$ cat src/rtl/cbls_pkg.sv
// Shared types, constants and constant tables of the copper bar line shader.
package cbls_pkg;

   localparam int TABLE_BARS = 6;
   localparam int REF_LINES  = 240;
   localparam int MAX_LINES  = 1024;
   localparam int ROWS_W     = 11;
   localparam int CENTRE_W   = 22;
   localparam int DIV_BITS   = 9;
   localparam int GAUSS_LAST = 26;

   // 2*REF_LINES = 15 << HALF_SHIFT; x/15 as (x*HALF_RECIP) >> 24, exact for x < 2^20
   localparam int HALF_SHIFT = 5;
   localparam logic [20:0] HALF_RECIP = 21'd1118482;

   localparam logic KIND_FRAME = 1'b0;
   localparam logic KIND_LINE  = 1'b1;

   localparam logic CSR_PALETTE = 1'b0;
   localparam logic CSR_LINES   = 1'b1;

   typedef enum logic [4:0] {
      OP_NOP, OP_LOAD, OP_ANGLE, OP_SINU, OP_Q1, OP_Q2, OP_Q3, OP_Q4,
      OP_POS, OP_ROW, OP_HALF1, OP_HALF2, OP_DIFF, OP_DIVINIT, OP_DIV,
      OP_LUMU, OP_BODY, OP_GAUSS, OP_LUM, OP_RGB, OP_EMIT
   } op_type;

   typedef struct packed {
      op_type     op;
      logic [3:0] div_step;
   } cmd_type;

   typedef struct packed {
      logic line_ok;
      logic covered;
   } status_type;

   function automatic logic [15:0] bar_centre_q16(input logic [2:0] b);
      logic [15:0] v;
      case (b)
         3'd0: v = 16'd10486;
         3'd1: v = 16'd20316;
         3'd2: v = 16'd29491;
         3'd3: v = 16'd38011;
         3'd4: v = 16'd47186;
         3'd5: v = 16'd56361;
         default: v = 16'd0;
      endcase
      return v;
   endfunction

   function automatic logic [13:0] bar_amp_q16(input logic [2:0] b);
      logic [13:0] v;
      case (b)
         3'd0: v = 14'd8520;
         3'd1: v = 14'd10486;
         3'd2: v = 14'd9175;
         3'd3: v = 14'd11141;
         3'd4: v = 14'd9830;
         3'd5: v = 14'd7864;
         default: v = 14'd0;
      endcase
      return v;
   endfunction

   function automatic logic [31:0] bar_speed(input logic [2:0] b);
      logic [31:0] v;
      case (b)
         3'd0: v = 32'd567359179;
         3'd1: v = 32'd868127900;
         3'd2: v = 32'd416974818;
         3'd3: v = 32'd1045854872;
         3'd4: v = 32'd663058317;
         3'd5: v = 32'd1223581843;
         default: v = 32'd0;
      endcase
      return v;
   endfunction

   function automatic logic [31:0] bar_phase(input logic [2:0] b);
      logic [31:0] v;
      case (b)
         3'd0: v = 32'd0;
         3'd1: v = 32'd1298774024;
         3'd2: v = 32'd2324121937;
         3'd3: v = 32'd478495693;
         3'd4: v = 32'd3281113323;
         3'd5: v = 32'd1777269717;
         default: v = 32'd0;
      endcase
      return v;
   endfunction

   function automatic logic [4:0] bar_height(input logic [2:0] b);
      logic [4:0] v;
      case (b)
         3'd0: v = 5'd22;
         3'd1: v = 5'd18;
         3'd2: v = 5'd26;
         3'd3: v = 5'd16;
         3'd4: v = 5'd24;
         3'd5: v = 5'd20;
         default: v = 5'd0;
      endcase
      return v;
   endfunction

   // chan 0..2 bar colour r, g, b; 3..5 background r, g, b
   function automatic logic [7:0] pal_value(input logic [2:0] sel, input logic [2:0] chan);
      logic [2:0] p;
      logic [7:0] v;
      p = (sel >= 3'd5) ? 3'(sel - 3'd5) : sel;
      case ({p, chan})
         {3'd0, 3'd0}: v = 8'd255; {3'd0, 3'd1}: v = 8'd148; {3'd0, 3'd2}: v = 8'd40;
         {3'd0, 3'd3}: v = 8'd12;  {3'd0, 3'd4}: v = 8'd8;   {3'd0, 3'd5}: v = 8'd24;
         {3'd1, 3'd0}: v = 8'd150; {3'd1, 3'd1}: v = 8'd190; {3'd1, 3'd2}: v = 8'd255;
         {3'd1, 3'd3}: v = 8'd8;   {3'd1, 3'd4}: v = 8'd10;  {3'd1, 3'd5}: v = 8'd28;
         {3'd2, 3'd0}: v = 8'd150; {3'd2, 3'd1}: v = 8'd255; {3'd2, 3'd2}: v = 8'd60;
         {3'd2, 3'd3}: v = 8'd10;  {3'd2, 3'd4}: v = 8'd20;  {3'd2, 3'd5}: v = 8'd10;
         {3'd3, 3'd0}: v = 8'd255; {3'd3, 3'd1}: v = 8'd70;  {3'd3, 3'd2}: v = 8'd190;
         {3'd3, 3'd3}: v = 8'd24;  {3'd3, 3'd4}: v = 8'd6;   {3'd3, 3'd5}: v = 8'd26;
         {3'd4, 3'd0}: v = 8'd255; {3'd4, 3'd1}: v = 8'd220; {3'd4, 3'd2}: v = 8'd60;
         {3'd4, 3'd3}: v = 8'd26;  {3'd4, 3'd4}: v = 8'd18;  {3'd4, 3'd5}: v = 8'd4;
         default: v = 8'd0;
      endcase
      return v;
   endfunction

   // exp(-18 x^2) at x = k/32, Q15
   function automatic logic [15:0] gauss_tab(input logic [4:0] k);
      logic [15:0] v;
      case (k)
         5'd0:  v = 16'd32768; 5'd1:  v = 16'd32197; 5'd2:  v = 16'd30543;
         5'd3:  v = 16'd27973; 5'd4:  v = 16'd24735; 5'd5:  v = 16'd21115;
         5'd6:  v = 16'd17403; 5'd7:  v = 16'd13848; 5'd8:  v = 16'd10638;
         5'd9:  v = 16'd7890;  5'd10: v = 16'd5650;  5'd11: v = 16'd3906;
         5'd12: v = 16'd2607;  5'd13: v = 16'd1680;  5'd14: v = 16'd1045;
         5'd15: v = 16'd628;   5'd16: v = 16'd364;   5'd17: v = 16'd204;
         5'd18: v = 16'd110;   5'd19: v = 16'd57;    5'd20: v = 16'd29;
         5'd21: v = 16'd14;    5'd22: v = 16'd7;     5'd23: v = 16'd3;
         5'd24: v = 16'd1;     5'd25: v = 16'd1;
         default: v = 16'd0;
      endcase
      return v;
   endfunction

   function automatic logic [7:0] scale_chan(input logic [7:0] ch, input logic [15:0] lum);
      logic [24:0] p;
      logic [9:0]  v;
      p = 25'(ch) * 25'(lum) + 25'd16384;
      v = p[24:15];
      return (v > 10'd255) ? 8'd255 : v[7:0];
   endfunction

endpackage

$ cat src/rtl/cbls_ctrl.sv
// Sequencer of the copper bar line shader: steps the datapath through each item.
module cbls_ctrl #(
   parameter int NUM_BARS = 6
) (
   input  logic                 clock,
   input  logic                 reset,
   input  logic                 req_valid,
   input  logic                 req_kind,
   output logic                 req_ready,
   output logic                 rsp_valid,
   input  logic                 rsp_ready,
   output cbls_pkg::cmd_type    cmd,
   output logic [((NUM_BARS < cbls_pkg::TABLE_BARS ? NUM_BARS : cbls_pkg::TABLE_BARS) > 1
                  ? $clog2(NUM_BARS < cbls_pkg::TABLE_BARS ? NUM_BARS
                                                           : cbls_pkg::TABLE_BARS)
                  : 1) - 1:0] bar_idx,
   input  cbls_pkg::status_type status
);

   localparam int ACTIVE = (NUM_BARS < cbls_pkg::TABLE_BARS) ? NUM_BARS
                                                              : cbls_pkg::TABLE_BARS;
   localparam int BAR_W  = (ACTIVE > 1) ? $clog2(ACTIVE) : 1;

   typedef enum logic [4:0] {
      S_IDLE, S_ANGLE, S_SINU, S_Q1, S_Q2, S_Q3, S_Q4, S_POS, S_ROW,
      S_LCHK, S_HALF1, S_HALF2, S_DIFF, S_DTEST, S_DIV, S_LUMU,
      S_BODY, S_GAUSS, S_LUM, S_RGB, S_FINISH
   } state_type;

   state_type        state_ff, state_in;
   logic [BAR_W-1:0] bar_ff, bar_in;
   logic [3:0]       step_ff, step_in;
   logic             line_ff, line_in;
   logic             valid_ff, valid_in;
   logic             last_bar;

   assign last_bar  = (bar_ff == BAR_W'(ACTIVE - 1));
   assign req_ready = (state_ff == S_IDLE);
   assign rsp_valid = valid_ff;
   assign bar_idx   = bar_ff;

   always_comb begin
      state_in = state_ff;
      bar_in   = bar_ff;
      step_in  = step_ff;
      line_in  = line_ff;
      valid_in = valid_ff & ~rsp_ready;
      cmd.op   = cbls_pkg::OP_NOP;
      cmd.div_step = step_ff;
      case (state_ff)
         S_IDLE: begin
            if (req_valid) begin
               cmd.op   = cbls_pkg::OP_LOAD;
               bar_in   = '0;
               line_in  = (req_kind == cbls_pkg::KIND_LINE);
               state_in = (req_kind == cbls_pkg::KIND_LINE) ? S_LCHK : S_ANGLE;
            end
         end
         S_ANGLE: begin cmd.op = cbls_pkg::OP_ANGLE; state_in = S_SINU; end
         S_SINU:  begin cmd.op = cbls_pkg::OP_SINU;  state_in = S_Q1; end
         S_Q1:    begin cmd.op = cbls_pkg::OP_Q1;    state_in = S_Q2; end
         S_Q2:    begin cmd.op = cbls_pkg::OP_Q2;    state_in = S_Q3; end
         S_Q3:    begin cmd.op = cbls_pkg::OP_Q3;    state_in = S_Q4; end
         S_Q4: begin
            cmd.op   = cbls_pkg::OP_Q4;
            state_in = line_ff ? S_BODY : S_POS;
         end
         S_POS:   begin cmd.op = cbls_pkg::OP_POS;   state_in = S_ROW; end
         S_ROW: begin
            cmd.op = cbls_pkg::OP_ROW;
            if (last_bar) begin
               state_in = S_IDLE;
            end else begin
               bar_in   = bar_ff + 1'b1;
               state_in = S_ANGLE;
            end
         end
         S_LCHK:  state_in = status.line_ok ? S_HALF1 : S_FINISH;
         S_HALF1: begin cmd.op = cbls_pkg::OP_HALF1; state_in = S_HALF2; end
         S_HALF2: begin cmd.op = cbls_pkg::OP_HALF2; state_in = S_DIFF; end
         S_DIFF:  begin cmd.op = cbls_pkg::OP_DIFF;  state_in = S_DTEST; end
         S_DTEST: begin
            cmd.op  = cbls_pkg::OP_DIVINIT;
            step_in = 4'(cbls_pkg::DIV_BITS - 1);
            if (status.covered) begin
               state_in = S_DIV;
            end else if (last_bar) begin
               state_in = S_FINISH;
            end else begin
               bar_in   = bar_ff + 1'b1;
               state_in = S_HALF1;
            end
         end
         S_DIV: begin
            cmd.op = cbls_pkg::OP_DIV;
            if (step_ff == 4'd0) begin
               state_in = S_LUMU;
            end else begin
               step_in = step_ff - 4'd1;
            end
         end
         S_LUMU:  begin cmd.op = cbls_pkg::OP_LUMU;  state_in = S_Q1; end
         S_BODY:  begin cmd.op = cbls_pkg::OP_BODY;  state_in = S_GAUSS; end
         S_GAUSS: begin cmd.op = cbls_pkg::OP_GAUSS; state_in = S_LUM; end
         S_LUM:   begin cmd.op = cbls_pkg::OP_LUM;   state_in = S_RGB; end
         S_RGB: begin
            cmd.op = cbls_pkg::OP_RGB;
            if (last_bar) begin
               state_in = S_FINISH;
            end else begin
               bar_in   = bar_ff + 1'b1;
               state_in = S_HALF1;
            end
         end
         S_FINISH: begin
            if (!valid_ff || rsp_ready) begin
               cmd.op   = cbls_pkg::OP_EMIT;
               valid_in = 1'b1;
               state_in = S_IDLE;
            end
         end
         default: state_in = S_IDLE;
      endcase
   end

   always_ff @(posedge clock) begin
      if (reset) begin
         state_ff <= S_IDLE;
         bar_ff   <= '0;
         step_ff  <= 4'd0;
         line_ff  <= 1'b0;
         valid_ff <= 1'b0;
      end else begin
         state_ff <= state_in;
         bar_ff   <= bar_in;
         step_ff  <= step_in;
         line_ff  <= line_in;
         valid_ff <= valid_in;
      end
   end

endmodule

$ cat config.mk
export PLATFORM = sky130hd
export DESIGN_NAME = cbls_ctrl
export DESIGN_NICKNAME = d
export VERILOG_FILES = /design/src/rtl/cbls_pkg.sv /design/src/rtl/cbls_ctrl.sv
export SDC_FILE = /design/constraint.sdc
export NUM_CORES = 1
export LEC_CHECK = 0
export BUFFER_PORTS_ARGS = -buffer_cell sky130_fd_sc_hd__buf_2
export CAP_MARGIN = 20
export CORE_MARGIN = 4
export CORE_UTILIZATION = 58
export DETAILED_ROUTE_END_ITERATION = 8
export HOLD_SLACK_MARGIN = 0.08
export PLACE_DENSITY = 0.83
export SLEW_MARGIN = 10
export SYNTH_ARGS = -nofsm -noshare
export SYNTH_HDL_FRONTEND = slang
export SYNTH_SLANG_ARGS = --single-unit
$ cat constraint.sdc
create_clock -name clock -period 3 [get_ports clock]
set_input_delay 0.15 -clock clock [delete_from_list [all_inputs] [get_ports clock]]
set_output_delay 0.15 -clock clock [all_outputs]
set_load 0.02 [all_outputs]
==> impl_metrics.py, run 1 <==
metrics = {
    "synth": {
        "synthTopCellsByArea": "dfxtp_1, nor2_1, a21oi_1, nand2_1, ha_1",
        "synthDistinctLibCells": 43,
        "netlist_area_um2": 1120,
        "yosysSeqAreaShare_pct": 25.0,
        "yosysWarnings": 0,
        "syn-num-nets": 162,
        "synth_top_area_share_pct": 25.0,
        "yosysTopAreaCell": "dfxtp_1",
        "avgSynthCellArea_um2": 7.42,
        "syn_inst": 151,
        "synth.ff_latch_count": 14,
    },
    "final_layout": {
        "finalNetCount": 176,
        "stdcell_area_um2": 1230,
        "fillers": 153,
        "final_common_cell": "buf_2",
        "drive_gt1_share_pct": 20.1,
        "n_antenna_cell": 0,
        "mostFrequentLayoutCells": "buf_2, nor2_1, nand2_1, dfxtp_1, a21oi_1",
        "instances_no_fill": 189,
        "areaGrowthSynthToFinish_pct": 9.93,
    },
    "clock_tree": {
        "hold_buffers": 0,
        "clk_pin_slew_ns": 0.08,
        "insertion_delay_ns": 0.29,
        "cts_max_path_buffers": 2,
        "htree_levels": 1,
        "cts_resized": 0,
        "cts_buffers": 3,
        "cts_tree": "built",
        "postCtsSetupBuffers": 0,
        "cts_sinks": 14,
        "cts-root-buf": "clkbuf_4",
    },
    "detailed_routing": {
        "num_vias": 1168,
        "vias_per_cell": 6.18,
        "wl_met1_mm": 1.23,
        "drc": 0,
        "wl_per_cell_um": 14.4,
        "dr_wl_met3_um": 190,
        "top_layer_used": "met4",
        "firstDrtPassIters": 4,
        "drt_iter0_drc": 66,
        "ant_nets": 0,
        "wl_met2_mm": 1.27,
        "drt-total-wl_mm": 2.71,
    },
    "sta": {
        "period_share_pct": 71.0,
        "slew_viol_final": 0,
        "rsz0062_at_grt": "false",
        "tns_ns": 0,
        "report.final.setup_viol": 0,
        "fin_skew_ns": 0.0121,
        "tightest_slew_ns": 0.683,
        "min_period_ns": 2.13,
        "max_freq_ghz": 0.469,
        "hold_violations": 0,
        "max_slew_margin_pct": 54.4,
    },
    "global_routing": {
        "grt.total_usage_pct": 22.5,
        "grt_pass1_vias": 1008,
        "grt_max_degree": 23,
        "grt_pass1_wl_mm": 4.61,
        "antenna_found_initial": 0,
        "grt_overflow": 0,
    },
    "floorplanning": {
        "start_util_pct": 62.9,
        "die_h_um": 52.0,
        "coreArea_um2": 1780,
        "die_x_um": 52.0,
        "num_rows": 15,
        "num_io_pins": 21,
        "die_area_um2": 2700,
    },
    "power_and_ir_drop": {
        "power_frac_comb_pct": 50.0,
        "peakVddDrop_uv": 588,
        "power_uw": 925,
        "p_int_uw": 480,
        "p_per_area_nw_per_um2": 751,
        "p_sw_share_pct": 48.1,
        "clkPwrFrac_pct": 14.8,
        "power.switching_uw": 445,
        "seqPwrFrac_pct": 35.2,
        "p_leak_uw": 0.000501,
    },
    "outcome": {
        "run_status": "finished, final reports clean",
    },
    "run": {
        "maxCapViolCount": 0,
    },
    "setup_path": {
        "worst-setup-path-type": "flop to output pin",
        "arrival_ns": 1.98,
        "critPathMaxFanout": 21,
        "required_ns": 2.85,
        "critPathCaptureType": "output pin",
        "start_kind": "flop",
    },
    "hold_path": {
        "min_path_type": "primary input to flop",
    },
    "place": {
        "numPlacedInstances": 185,
        "hpwl_mm": 1.92,
        "dpl_cell_area_um2": 1200,
        "port_buffers": 20,
        "gp_congestion": 0.862,
    },
}
[metrics by stage]
step                hold WS (ns)  setup slack (ns)  utilization [%]
global route               0.151             0.732             69.1
CTS                        0.124             0.920             69.1
floorplan                  0.267              1.03                -
detailed placement         0.416              1.07             67.1
global placement           0.405              1.12             67.1
finish                     0.122             0.869             69.1
[power by group through the flow]
stage | registers, uW | clock network, uW | logic (uW)
2_1_floorplan | 232 | 0 | 448
3_3_place_gp | 319 | 0 | 449
3_5_place_dp | 325 | 0 | 455
4_1_cts | 319 | 138 | 460
5_1_grt | 335 | 146 | 510
6_report | 325 | 137 | 463
[routing by layer]
| layer | vias to the layer above | track usage [%] |
|---|---|---|
| met3 | 4 | 6.02 |
| met5 | - | 0 |
| met1 | 549 | 31.6 |
| met4 | 0 | 4.37 |
| met2 | 45 | 34.3 |
| li1 | 570 | - |
[area by class of cell]
cell class	instances	area, um2	area share, %
repair buffers	20	100	8.12
inverters	8	30.0	2.44
well taps	25	31.3	2.54
flip-flops and latches	14	280	22.7
multi-input cells	118	754	61.2
clock buffers	4	36.3	2.94
[sequential cells by signal, summed over array words and instances, names as in the netlist]
register,cells
bar_idx,3
line_ff,1
rsp_valid,1
state_ff,5
step_ff,4
[cells by family after synthesis]
family,Yosys count,share of synthesized area (%)
buffers and inverters,19,7.70
adders and majority gates,4,4.46
muxes,3,2.68
xor gates and xnor gates,3,2.34
and+or+nand+nor,64,29.8
DFF,14,25.0
AOI/OAI and AO/OA,44,28.0
[worst max-delay path, stage by stage (launching register included)]
cell,delay (ns)
dfxtp_1,0.75
nor2_1,0.20
a21boi_0,0.23
o22ai_1,0.11
a22o_1,0.25
buf_2,0.15
[synthesized netlist by cell type, drive strengths merged]
library cell / n
o32ai: 2
and2: 3
o32a: 1
clkbuf: 4
mux2i: 3
o22a: 1
o31ai: 2
ha: 4
xor2: 2
or2: 2
o311a: 1
o211ai: 1
nor4: 1
a32oi: 3
a21o: 1
nand4: 1
nor3b: 2
nor3: 7
o22ai: 7
a2111oi: 1
xnor2: 1
a21oi: 11
inv: 8
nand3: 4
nor2b: 4
a31oi: 3
nand2: 15
nor2: 19
a22oi: 2
dfxtp: 14
o21ai: 4
a22o: 1
nand2b: 5
buf: 7
a21boi: 3
and4: 1
[path summary, 6_finish.rpt]
check | start | end | slack, ns | cells past startpoint
worst max-delay path | state_ff[3]$_SDFFE_PP0P_ | cmd[6] | 0.87 | 5
worst min-delay path | req_kind | line_ff$_SDFFE_PP0P_ | 0.12 | 3
worst max register to register | state_ff[0]$_SDFFE_PP0P_ | bar_idx[2]$_SDFFE_PP0P_ | 0.96 | 5
worst min register to register | bar_idx[1]$_SDFFE_PP0P_ | bar_idx[1]$_SDFFE_PP0P_ | 0.53 | 2
Power figures use the tool's default switching activity.
==> run 2: changes to the inputs <==
Settings changed: CORE_UTILIZATION 58 to 49, PLACE_DENSITY 0.83 to 0.75.
Clock period 3 ns to 1.77 ns, I/O delays scaled along.
==> run 2 against run 1 <==
Sequential power increased by 51%. Register-to-register slack got worse by 0.89 ns. Global-route usage shrank 3.7 points. Worst hold slack better by 0.021 ns. Die area increased by 15%. Combinational power increased by 110%. Routed wire length is 8.5% higher. Utilization decreased by 6.6 points. Non-clock buffer count up 15. Flip-flop and latch count is the same. Setup slack got worse by 0.80 ns. Final cell count is 9.5% higher.
==> impl_metrics.py, run 2 (synthesis gave the netlist of run 1 again) <==
metrics = {
    "outcome": {
        "run_status": "finished, final reports clean",
    },
    "setup_path": {
        "rrSetupSlack_ns": 0.07,
        "arrival_ns": 1.88,
        "rr_worst_depth": 6,
        "critPathMaxFanout": 7,
        "required_ns": 1.95,
        "worst-setup-path-type": "flop to flop",
        "critPathCaptureType": "flop",
        "start_kind": "flop",
    },
    "floorplanning": {
        "die_x_um": 55.8,
        "num_rows": 17,
        "die_area_um2": 3120,
        "start_util_pct": 51.2,
        "die_h_um": 55.8,
        "num_io_pins": 21,
        "coreArea_um2": 2190,
    },
    "sta": {
        "setup_slack_ns": 0.0692,
        "max_freq_ghz": 0.588,
        "min_period_ns": 1.70,
        "hold_violations": 0,
        "max_slew_margin_pct": 67.2,
        "period_share_pct": 96.1,
        "fin_skew_ns": 0.000551,
        "tightest_slew_ns": 0.491,
        "rsz0062_at_grt": "true",
        "hold_slack_ns": 0.143,
        "slew_viol_final": 0,
        "report.final.setup_viol": 0,
    },
    "detailed_routing": {
        "drt-total-wl_mm": 2.95,
        "num_vias": 1193,
        "drc": 0,
        "wl_per_cell_um": 14.2,
        "vias_per_cell": 5.76,
        "drt_iter0_drc": 30,
        "firstDrtPassIters": 4,
        "ant_nets": 0,
    },
    "clock_tree": {
        "cts_buffers": 3,
        "cts_sinks": 14,
        "htree_levels": 1,
        "cts_tree": "built",
        "insertion_delay_ns": 0.29,
        "cts-root-buf": "clkbuf_4",
        "cts_max_path_buffers": 2,
        "clk_pin_slew_ns": 0.09,
    },
    "place": {
        "port_buffers": 20,
        "gp_congestion": 0.886,
        "hpwl_mm": 2.24,
        "pre_cts_ws_ns": 0.0470,
    },
    "final_layout": {
        "drive_gt1_share_pct": 30.7,
        "n_antenna_cell": 0,
        "areaGrowthSynthToFinish_pct": 22.2,
        "final_common_cell": "buf_2",
        "largest_reg_flops": 5,
        "finalNetCount": 191,
        "top_register": "state_ff",
        "mostFrequentLayoutCells": "buf_2, nor2_1, nand2_1, buf_4, a21oi_1",
    },
    "power_and_ir_drop": {
        "p_leak_uw": 0.000584,
        "p_int_uw": 932,
        "p_sw_share_pct": 45.9,
        "p_per_area_nw_per_um2": 1260,
        "peakVddDrop_uv": 852,
        "clkPwrFrac_pct": 14.0,
        "seqPwrFrac_pct": 28.5,
        "power_frac_comb_pct": 57.5,
        "power.switching_uw": 789,
    },
    "global_routing": {
        "grt_pass1_vias": 1142,
        "grt_max_degree": 17,
        "grt.total_usage_pct": 18.8,
        "grt_overflow": 0,
        "grt_pass1_wl_mm": 4.78,
        "antenna_found_initial": 0,
    },
    "run": {
        "maxCapViolCount": 0,
    },
    "hold_path": {
        "worstHoldPathCells": 2,
        "min_path_type": "primary input to flop",
    },
}
-- run 2: metrics by stage --
step,cells,total power [uW],TNS (ns),utilization (%),cell area [um2]
after floorplan,151,1160,0,-,1130
after global placement,200,1440,0,59.2,1300
after detailed placement,200,1460,0,59.2,1300
after CTS,205,1710,0,61.4,1350
after global routing,207,1840,-0.0214,62.5,1370
final,207,1720,0,62.5,1370
-- run 2: path summary, 6_finish.rpt --
path	start	end
worst max-delay path	step_ff[0]$_SDFFE_PP0P_	step_ff[0]$_SDFFE_PP0P_
worst min-delay path	reset	step_ff[1]$_SDFFE_PP0P_
worst max register to register	step_ff[0]$_SDFFE_PP0P_	step_ff[0]$_SDFFE_PP0P_
worst min register to register	bar_idx[1]$_SDFFE_PP0P_	bar_idx[1]$_SDFFE_PP0P_
-- run 2: timing repair --
item | in CTS | in global routing
resized for setup | 2 | 6
buffers inserted | 0 | 2
hold buffers | 1 | 0
pin swaps | 0 | 1
endpoints found under the hold margin | 1 | 0
setup endpoints to repair | 2 | 6
-- run 2: worst max-delay path, cell delays in order (launching register included) --
cell and delay [ns]:
dfxtp_2 0.36, inv_1 0.07, ha_1 0.22, a2111oi_4 0.54, buf_4 0.20, xnor2_1 0.13
nor3_2 0.06
-- run 2: layout make-up --
cell class,count,area (um2)
multi-input combinational,118,763
fill,212,821
timing repair buffer,35,215
clock buffer,4,36.3
tap,28,35.0
sequential,14,290
inverter,8,30.0
-- run 2: power groups by stage --
stage	registers, uW	logic [uW]	clock network [uW]
finish	490	990	240
global route	502	1080	258
CTS	476	984	250
detailed placement	479	978	0
global placement	476	969	0
floorplan	393	771	0
-- run 2: per-layer routing --
metal	GRT usage, %	vias to the layer above	part of all wire, %
li1	-	597	-
met1	22.3	554	42
met2	33.1	36	50
met3	4.41	6	6.4
met4	6.10	0	1.2
met5	0	-	0
